### src/hdl/lcdnws_pkg.sv
// ----------------------------------------------------------------------------
// lcdnws_pkg
// Types, codes and constants shared by the character LCD nibble write
// sequencer: request and pin state payloads, controller/datapath links.
// ----------------------------------------------------------------------------
package lcdnws_pkg;

  // Request codes
  typedef enum logic [1:0] {
    CMD_POWER_UP    = 2'd0,
    CMD_INSTRUCTION = 2'd1,
    CMD_CHARACTER   = 2'd2,
    CMD_SET_CURSOR  = 2'd3
  } command_e;

  // Configuration register indexes
  localparam int unsigned CfgIdxW = 8;
  localparam logic [CfgIdxW-1:0] CFG_STROBE_HOLD   = 8'd0;
  localparam logic [CfgIdxW-1:0] CFG_POWER_UP_WAIT = 8'd1;

  localparam logic [7:0] STROBE_HOLD_RESET   = 8'd2;
  localparam logic [7:0] POWER_UP_WAIT_RESET = 8'd20;

  // Power-up sequence
  localparam int unsigned PuCount = 6;
  localparam logic [2:0]  PU_LAST_STEP = 3'(PuCount - 1);

  // Cursor addressing
  localparam logic [7:0] LINE_ONE       = 8'd1;
  localparam logic [7:0] LINE_TWO       = 8'd2;
  localparam logic [7:0] CURSOR_LINE_ONE = 8'h80;
  localparam logic [7:0] CURSOR_LINE_TWO = 8'hC0;
  localparam logic [7:0] COLUMN_MASK     = 8'h0F;

  // Sequencer states
  typedef enum logic {
    ST_IDLE,
    ST_RUN
  } state_e;

  typedef struct packed {
    logic [1:0] command;
    logic [7:0] value;
    logic [7:0] line;
    logic [7:0] column;
  } req_t;

  typedef struct packed {
    logic [3:0] data_nibble;
    logic       register_select;
    logic       enable_level;
    logic       read_write;
    logic [7:0] settle_before_ms;
    logic [7:0] hold_ms;
    logic       last;
  } pin_t;

  // Controller to datapath
  typedef struct packed {
    logic load;
    logic emit;
  } dp_cmd_t;

  // Datapath to controller
  typedef struct packed {
    logic req_acts;
    logic out_free;
    logic last_pin;
    logic final_byte;
  } dp_status_t;

  // Power-up instruction bytes in order
  function automatic logic [7:0] pu_byte(input logic [2:0] step);
    logic [7:0] b;
    case (step)
      3'd0:    b = 8'h33;
      3'd1:    b = 8'h32;
      3'd2:    b = 8'h28;
      3'd3:    b = 8'h06;
      3'd4:    b = 8'h0C;
      3'd5:    b = 8'h01;
      default: b = 8'h01;
    endcase
    return b;
  endfunction

endpackage

### src/hdl/lcdnws_ctrl.sv
// ----------------------------------------------------------------------------
// lcdnws_ctrl
// Sequencer state machine: takes a request, then steps the datapath through
// its pin states one per free output slot.
// ----------------------------------------------------------------------------
module lcdnws_ctrl (
  input  logic                   clk_i,
  input  logic                   rst_ni,
  input  logic                   in_valid_i,
  output logic                   in_stall_o,
  input  lcdnws_pkg::dp_status_t status_i,
  output lcdnws_pkg::dp_cmd_t    cmd_o
);

  lcdnws_pkg::state_e state_q, state_d;
  logic               take;
  logic               step;

  assign take = (state_q == lcdnws_pkg::ST_IDLE) && in_valid_i;
  assign step = (state_q == lcdnws_pkg::ST_RUN) && status_i.out_free;

  // Next state
  always_comb begin
    state_d = state_q;
    case (state_q)
      lcdnws_pkg::ST_IDLE: begin
        if (take && status_i.req_acts) begin
          state_d = lcdnws_pkg::ST_RUN;
        end
      end
      lcdnws_pkg::ST_RUN: begin
        if (step && status_i.last_pin && status_i.final_byte) begin
          state_d = lcdnws_pkg::ST_IDLE;
        end
      end
      default: state_d = lcdnws_pkg::ST_IDLE;
    endcase
  end

  // Outputs
  always_comb begin
    in_stall_o = 1'b1;
    cmd_o      = '0;
    case (state_q)
      lcdnws_pkg::ST_IDLE: begin
        in_stall_o = 1'b0;
        cmd_o.load = take;
      end
      lcdnws_pkg::ST_RUN: begin
        cmd_o.emit = step;
      end
      default: in_stall_o = 1'b1;
    endcase
  end

  always_ff @(posedge clk_i or negedge rst_ni) begin
    if (!rst_ni) begin
      state_q <= lcdnws_pkg::ST_IDLE;
    end else begin
      state_q <= state_d;
    end
  end

endmodule

### src/hdl/lcdnws_dp.sv
// ----------------------------------------------------------------------------
// lcdnws_dp
// Datapath: configuration registers, current byte, power-up step and pin
// counters, pin state formatting and the output register.
// ----------------------------------------------------------------------------
module lcdnws_dp (
  input  logic                                clk_i,
  input  logic                                rst_ni,
  input  logic                                cfg_valid_i,
  input  logic [lcdnws_pkg::CfgIdxW-1:0]      cfg_index_i,
  input  logic [7:0]                          cfg_data_i,
  input  lcdnws_pkg::req_t                    req_i,
  input  lcdnws_pkg::dp_cmd_t                 cmd_i,
  output lcdnws_pkg::dp_status_t              status_o,
  output logic                                out_valid_o,
  input  logic                                out_stall_i,
  output lcdnws_pkg::pin_t                    out_data_o
);

  logic [7:0]       strobe_q;
  logic [7:0]       pu_wait_q;
  logic             pu_mode_q, pu_mode_d;
  logic [7:0]       byte_q, byte_d;
  logic             rs_q, rs_d;
  logic [2:0]       step_q, step_d;
  logic [1:0]       pin_q, pin_d;
  logic             out_valid_q, out_valid_d;
  lcdnws_pkg::pin_t out_q;
  lcdnws_pkg::pin_t pin_state;
  logic [7:0]       cur_byte;
  logic [7:0]       hold_ext;
  logic [8:0]       hold_sum;
  logic             extra_hold;

  // Configuration writes; unknown indexes are dropped
  always_ff @(posedge clk_i or negedge rst_ni) begin
    if (!rst_ni) begin
      strobe_q  <= lcdnws_pkg::STROBE_HOLD_RESET;
      pu_wait_q <= lcdnws_pkg::POWER_UP_WAIT_RESET;
    end else if (cfg_valid_i) begin
      if (cfg_index_i == lcdnws_pkg::CFG_STROBE_HOLD) begin
        strobe_q <= cfg_data_i;
      end else if (cfg_index_i == lcdnws_pkg::CFG_POWER_UP_WAIT) begin
        pu_wait_q <= cfg_data_i;
      end
    end
  end

  // Decide whether the request produces any pin state
  assign status_o.req_acts   = (req_i.command != lcdnws_pkg::CMD_SET_CURSOR) ||
                               (req_i.line == lcdnws_pkg::LINE_ONE) ||
                               (req_i.line == lcdnws_pkg::LINE_TWO);

  assign status_o.out_free   = !out_valid_q || !out_stall_i;
  assign status_o.last_pin   = (pin_q == 2'd3);
  assign status_o.final_byte = !pu_mode_q || (step_q == lcdnws_pkg::PU_LAST_STEP);

  // Load a request; advance the pin counter on each emitted state and the power-up step after each byte's last one
  always_comb begin
    pu_mode_d = pu_mode_q;
    byte_d    = byte_q;
    rs_d      = rs_q;
    step_d    = step_q;
    pin_d     = pin_q;
    if (cmd_i.load) begin
      pu_mode_d = 1'b0;
      rs_d      = 1'b0;
      step_d    = '0;
      pin_d     = '0;
      byte_d    = req_i.value;
      case (req_i.command)
        lcdnws_pkg::CMD_POWER_UP:    pu_mode_d = 1'b1;
        lcdnws_pkg::CMD_INSTRUCTION: byte_d = req_i.value;
        lcdnws_pkg::CMD_CHARACTER:   rs_d = 1'b1;
        lcdnws_pkg::CMD_SET_CURSOR: begin
          if (req_i.line == lcdnws_pkg::LINE_ONE) begin
            byte_d = lcdnws_pkg::CURSOR_LINE_ONE | (req_i.column & lcdnws_pkg::COLUMN_MASK);
          end else begin
            byte_d = lcdnws_pkg::CURSOR_LINE_TWO | (req_i.column & lcdnws_pkg::COLUMN_MASK);
          end
        end
        default: pu_mode_d = 1'b0;
      endcase
    end else if (cmd_i.emit) begin
      pin_d = pin_q + 2'd1;
      if (status_o.last_pin && !status_o.final_byte) begin
        step_d = step_q + 3'd1;
      end
    end
  end

  // Format the pin state of the current byte
  assign cur_byte   = pu_mode_q ? lcdnws_pkg::pu_byte(step_q) : byte_q;
  assign extra_hold = pu_mode_q && status_o.last_pin &&
                      ((step_q == 3'd0) || (step_q == lcdnws_pkg::PU_LAST_STEP));
  assign hold_sum   = {1'b0, strobe_q} + {1'b0, strobe_q};
  assign hold_ext   = hold_sum[8] ? 8'hFF : hold_sum[7:0];

  always_comb begin
    pin_state.data_nibble      = pin_q[1] ? cur_byte[3:0] : cur_byte[7:4];
    pin_state.register_select  = rs_q;
    pin_state.enable_level     = pin_q[0];
    pin_state.read_write       = 1'b0;
    pin_state.settle_before_ms = (pu_mode_q && (step_q == 3'd0) && (pin_q == 2'd0)) ?
                                 pu_wait_q : 8'd0;
    pin_state.hold_ms          = extra_hold ? hold_ext : strobe_q;
    pin_state.last             = status_o.last_pin && status_o.final_byte;
  end

  // Hold the output until taken; refill on emit
  always_comb begin
    out_valid_d = out_valid_q;
    if (cmd_i.emit) begin
      out_valid_d = 1'b1;
    end else if (!out_stall_i) begin
      out_valid_d = 1'b0;
    end
  end

  always_ff @(posedge clk_i or negedge rst_ni) begin
    if (!rst_ni) begin
      out_valid_q <= 1'b0;
      pu_mode_q   <= 1'b0;
      step_q      <= '0;
      pin_q       <= '0;
    end else begin
      out_valid_q <= out_valid_d;
      pu_mode_q   <= pu_mode_d;
      step_q      <= step_d;
      pin_q       <= pin_d;
    end
  end

  always_ff @(posedge clk_i) begin
    byte_q <= byte_d;
    rs_q   <= rs_d;
    if (cmd_i.emit) begin
      out_q <= pin_state;
    end
  end

  assign out_valid_o = out_valid_q;
  assign out_data_o  = out_q;

endmodule

### src/hdl/char_lcd_nibble_write_sequencer_unit.sv
// ----------------------------------------------------------------------------
// char_lcd_nibble_write_sequencer_unit
// Expands LCD requests into 4-bit bus pin states for an HD44780-style display.
//
//   channel | direction | handshake           | payload
//   --------+-----------+---------------------+---------------------------
//   in      | input     | in_valid / in_stall | lcdnws_pkg::req_t
//   out     | output    | out_valid/out_stall | lcdnws_pkg::pin_t
//   cfg     | input     | cfg_valid/cfg_ready | cfg_index, cfg_data
//
// A request is taken while idle; from the next cycle one pin state a cycle
// enters the output register while it is free: 4 for a byte, 24 for power-up.
// The next request is taken in the cycle after the last pin state is loaded.
// A cursor request on another line is taken and gives nothing. out_stall_i
// freezes the pin counter while the output register holds a pin state.
// Reset restores the configuration defaults.
// ----------------------------------------------------------------------------
module char_lcd_nibble_write_sequencer_unit (
  input  logic                           clk_i,
  input  logic                           rst_ni,
  input  logic                           in_valid_i,
  output logic                           in_stall_o,
  input  lcdnws_pkg::req_t               in_data_i,
  output logic                           out_valid_o,
  input  logic                           out_stall_i,
  output lcdnws_pkg::pin_t               out_data_o,
  input  logic                           cfg_valid_i,
  output logic                           cfg_ready_o,
  input  logic [lcdnws_pkg::CfgIdxW-1:0] cfg_index_i,
  input  logic [7:0]                     cfg_data_i
);

  lcdnws_pkg::dp_cmd_t    dp_cmd;
  lcdnws_pkg::dp_status_t dp_status;

  // Configuration is always taken
  assign cfg_ready_o = 1'b1;

  lcdnws_ctrl u_ctrl (
    .clk_i      (clk_i),
    .rst_ni     (rst_ni),
    .in_valid_i (in_valid_i),
    .in_stall_o (in_stall_o),
    .status_i   (dp_status),
    .cmd_o      (dp_cmd)
  );

  lcdnws_dp u_dp (
    .clk_i       (clk_i),
    .rst_ni      (rst_ni),
    .cfg_valid_i (cfg_valid_i),
    .cfg_index_i (cfg_index_i),
    .cfg_data_i  (cfg_data_i),
    .req_i       (in_data_i),
    .cmd_i       (dp_cmd),
    .status_o    (dp_status),
    .out_valid_o (out_valid_o),
    .out_stall_i (out_stall_i),
    .out_data_o  (out_data_o)
  );

endmodule

### config.mk
export PLATFORM = sky130hd
export DESIGN_NAME = char_lcd_nibble_write_sequencer_unit
export DESIGN_NICKNAME = d
export VERILOG_FILES = /design/src/hdl/lcdnws_pkg.sv /design/src/hdl/lcdnws_ctrl.sv /design/src/hdl/lcdnws_dp.sv /design/src/hdl/char_lcd_nibble_write_sequencer_unit.sv
export SDC_FILE = /design/constraint.sdc
export NUM_CORES = 1
export LEC_CHECK = 0
export BUFFER_PORTS_ARGS = -buffer_cell sky130_fd_sc_hd__buf_2
export CORE_UTILIZATION = 40
export CTS_BUF_LIST = sky130_fd_sc_hd__clkbuf_8
export DETAILED_ROUTE_END_ITERATION = 7
export GPL_ROUTABILITY_DRIVEN = 0
export PLACE_DENSITY = 0.75
export SYNTH_ARGS = -nofsm -noshare
export SYNTH_HDL_FRONTEND = slang
export SYNTH_SLANG_ARGS = --single-unit
### constraint.sdc
create_clock -name clk_i -period 2.19 [get_ports clk_i]
set_clock_uncertainty 0.15 [all_clocks]
set_input_delay 0.438 -clock clk_i [delete_from_list [all_inputs] [get_ports clk_i]]
set_output_delay 0.438 -clock clk_i [all_outputs]
set_load 0.02 [all_outputs]
==> metrics.md <==
| Metric | Value |
|---|---|
| Root buffer cell | `clkbuf_8` |
| Max_cap viols | `0` |
| Filler cells | `551` |
| Synthesis-stage register bit count | `56` |
| Fmax | `522 MHz` |
| Hold path start | `in_data_i[25]` |
| Clock Sinks | `56` |
| Crit start category | `flip-flop` |
| DR vias | `1728` |
| Met1 GRT Util | `19.8%` |
| CTS Buffer Depth | `2` |
| Pwr Total | `3.24 mW` |
| Final worst path period need | `1920 ps` |
| TNS Setup | `0 ps` |
| Arr. time, crit path | `1850 ps` |
| GRT Overall Usage | `14.7%` |
| Clk_lat worst skew | `320 ps` |
| Residual DRC count | `0` |
| Peak supply drop | `0.000484 V` |
| Final Max Tran Viols | `0` |
| Multi-input logic area | `996 sq um` |
| Async set-reset flop share out of synthesis | `42.9%` |
| Reg-to-Reg End | `u_dp.out_data_o[1]$_DFFE_PP_` |
| Setup CP Type | `flip-flop to flip-flop` |
| PortBufs | `67` |
| Pin count of the biggest net entering global routing | `25` |
| Hold path cells | `2` |
| Distinct cells, synth | `46` |
| Number of global-route vias before repair | `1655` |
| DR vias/cell | `4.92` |
| Antenna-violating nets left | `0` |
| Nets | `327` |
| FF/Latch Area | `0.00157 sq mm` |
| Die ar. | `0.00699 sq mm` |
| First-pass GRT wire length | `8040 microns` |
| CTS H-tree depth | `2` |
| Period utilization | `87.5%` |
| Min-delay worst type | `input port to flip-flop` |
| Least-Margin Pin Slew | `534 ps` |
| Worst Hold End | `u_dp.pu_mode_q$_DFFE_PN0P_` |
| Ys Warns | `0` |
| Static leakage | `1.42 nW` |
| Primary FF master, synth | `edfxtp_1` |
| PD cells | `1010 mW/mm^2` |
| Register area share after synthesis | `58.8%` |
| N_diodes | `0` |
| CTS tree | `built` |
| Final setup margin | `273 ps` |
| Share of layout cells above drive strength 1 | `40.1%` |
| Mean post-synth cell area | `13.4 sq um` |
| Most frequent cells in the layout | `buf_2 (67), edfxtp_1 (32), dfrtp_1 (21)` |
| Reg2Reg Launch Point | `u_dp.step_q[1]$_DFFE_PN0P_` |
| First-pass detailed-route iteration total | `4` |
| R2R Setup Slk | `270 ps` |
| Critical Path Sink Type | `flip-flop` |
| WL/cell | `13.7 microns` |
| Post-cts sizing count | `0` |
| Die Span Y | `83.6 microns` |
| DP Cell Count | `342` |
| Most used routing layer | `met2` |
| Routed Wire Length | `4800 microns` |
| Initial Util | `41.7%` |
| Number of enable flip-flop cells after synthesis | `32` |
| Post-CTS setup buffers | `0` |
| Clk slew on worst S/H paths | `110 ps` |
| Mapped Cells | `199` |
| Final global-route overflow total | `0` |
| Worst Path Required | `2120 ps` |
| DP Area | `0.00310 sq mm` |
| I/O pin count | `74` |
| Dpl ws | `304 ps` |
| Core area | `0.00639 sq mm` |
| CTS Hold Buffers Added | `1` |
| Post-route cell area | `0.00322 sq mm` |
| Die Span X | `83.6 microns` |
| Met2 usage | `22.8%` |
| Num CTS Buffers | `5` |
| Crit-path max FO | `7` |
| Commonest non-fill, non-tap cell in the layout | `buf_2` |
| FP Rows | `29` |
| Starting DRT DRC Count | `118` |
| Status | `complete, no violations` |
| Setup violations, final | `0` |
| GRT met3 Usage | `2.87%` |
| Synthesized area | `0.00266 sq mm` |
| Syn Nets | `253` |
| Antenna violations before repair | `0` |
| Worst-case reg-to-reg path depth | `5` |
| Final Hold Viols | `0` |
| P&R area growth vs syn | `21.0%` |
| RSZ-0062 raised after global routing | `false` |
| Slew margin rel. | `64.4%` |
| Final non-filler cell total | `351` |
| Post-detail-place hpwl | `3620 microns` |
==> routing by layer <==
metal / vias to the layer above / routed length (microns) / part of all wire, %
met5: - / 0 / 0
met4: 0 / 103 / 2.1
met3: 7 / 156 / 3.2
met2: 33 / 2280 / 48
met1: 831 / 2260 / 47
li1: 857 / - / -
==> worst max path at each step <==
| stage | startpoint | endpoint | slack [ps] | cells past startpoint |
|---|---|---|---|---|
| finish | u_dp.step_q[1]$_DFFE_PN0P_ | u_dp.out_data_o[1]$_DFFE_PP_ | 270 | 5 |
| global route | u_dp.step_q[0]$_DFFE_PN0P_ | u_dp.out_data_o[6]$_DFFE_PP_ | 150 | 6 |
| CTS | u_dp.step_q[1]$_DFFE_PN0P_ | u_dp.out_data_o[6]$_DFFE_PP_ | 270 | 6 |
| detailed placement | u_dp.step_q[1]$_DFFE_PN0P_ | u_dp.out_data_o[6]$_DFFE_PP_ | 300 | 6 |
| global placement | u_dp.step_q[0]$_DFFE_PN0P_ | u_dp.out_data_o[1]$_DFFE_PP_ | 340 | 5 |
| floorplan | u_dp.step_q[0]$_DFFE_PN0P_ | u_dp.out_data_o[1]$_DFFE_PP_ | 310 | 5 |
==> metrics by stage <==
stage	hold WS [ps]	utilization (%)
6_report	158	50.5
3_3_place_gp	255	48.5
3_5_place_dp	267	48.5
5_1_grt	166	50.5
4_1_cts	155	50.5
2_1_floorplan	-7.59	-
==> flip-flops by register name (all words and copies together), names as in the netlist <==
register          cells
u_dp.pu_mode_q        1
u_dp.byte_q           8
u_dp.strobe_q         8
u_dp.step_q           3
u_dp.out_valid_o      1
u_ctrl.state_q        1
u_dp.out_data_o      23
u_dp.pu_wait_q        8
u_dp.pin_q            2
u_dp.rs_q             1
==> power by group <==
part           switching, mW  internal [mW]
logic                  0.637          0.377
clock network          0.355          0.347
registers              0.113           1.41
==> logic make-up after synthesis <==
| family | share of synthesized area (%) |
|---|---|
| flops | 58.8 |
| simple gates | 12.3 |
| buf+inv | 3.85 |
| other cells | 0.282 |
| compound gates | 7.05 |
| mux | 14.2 |
| xor+xnor | 0.329 |
| fa+ha+maj | 3.29 |
==> Yosys cell counts, types with 3 or more instances <==
library cell,number,share of area [%]
nor2_1,7,0.99
nand2_1,7,0.99
ha_1,7,3.3
o22ai_1,3,0.70
edfxtp_1,32,36
mux2_2,12,5.1
nor3_1,3,0.56
nand2b_1,4,0.94
mux2_4,8,4.5
nor2b_1,4,0.94
inv_1,16,2.3
dfrtp_1,21,20
o21ai_0,5,0.94
o31ai_1,4,1.1
dfstp_2,3,3.0
and2_1,12,2.8
mux2i_1,10,3.8
a21oi_1,4,0.75
==> cell type report <==
type                       count  area share [%]
multi-input combinational    120            30.9
timing repair buffer          74            12.1
inverter                      16            1.86
tap                           77            2.99
clock inverter                 3            1.44
sequential                    56            48.6
clock buffer                   5            2.14
==> critical path: stages (launching register included) <==
cell and delay, ps:
dfrtp_1 440, inv_1 90, ha_1 310, nand2_2 170, a21oi_4 180, mux2_1 340
Power figures use the tool's default switching activity.
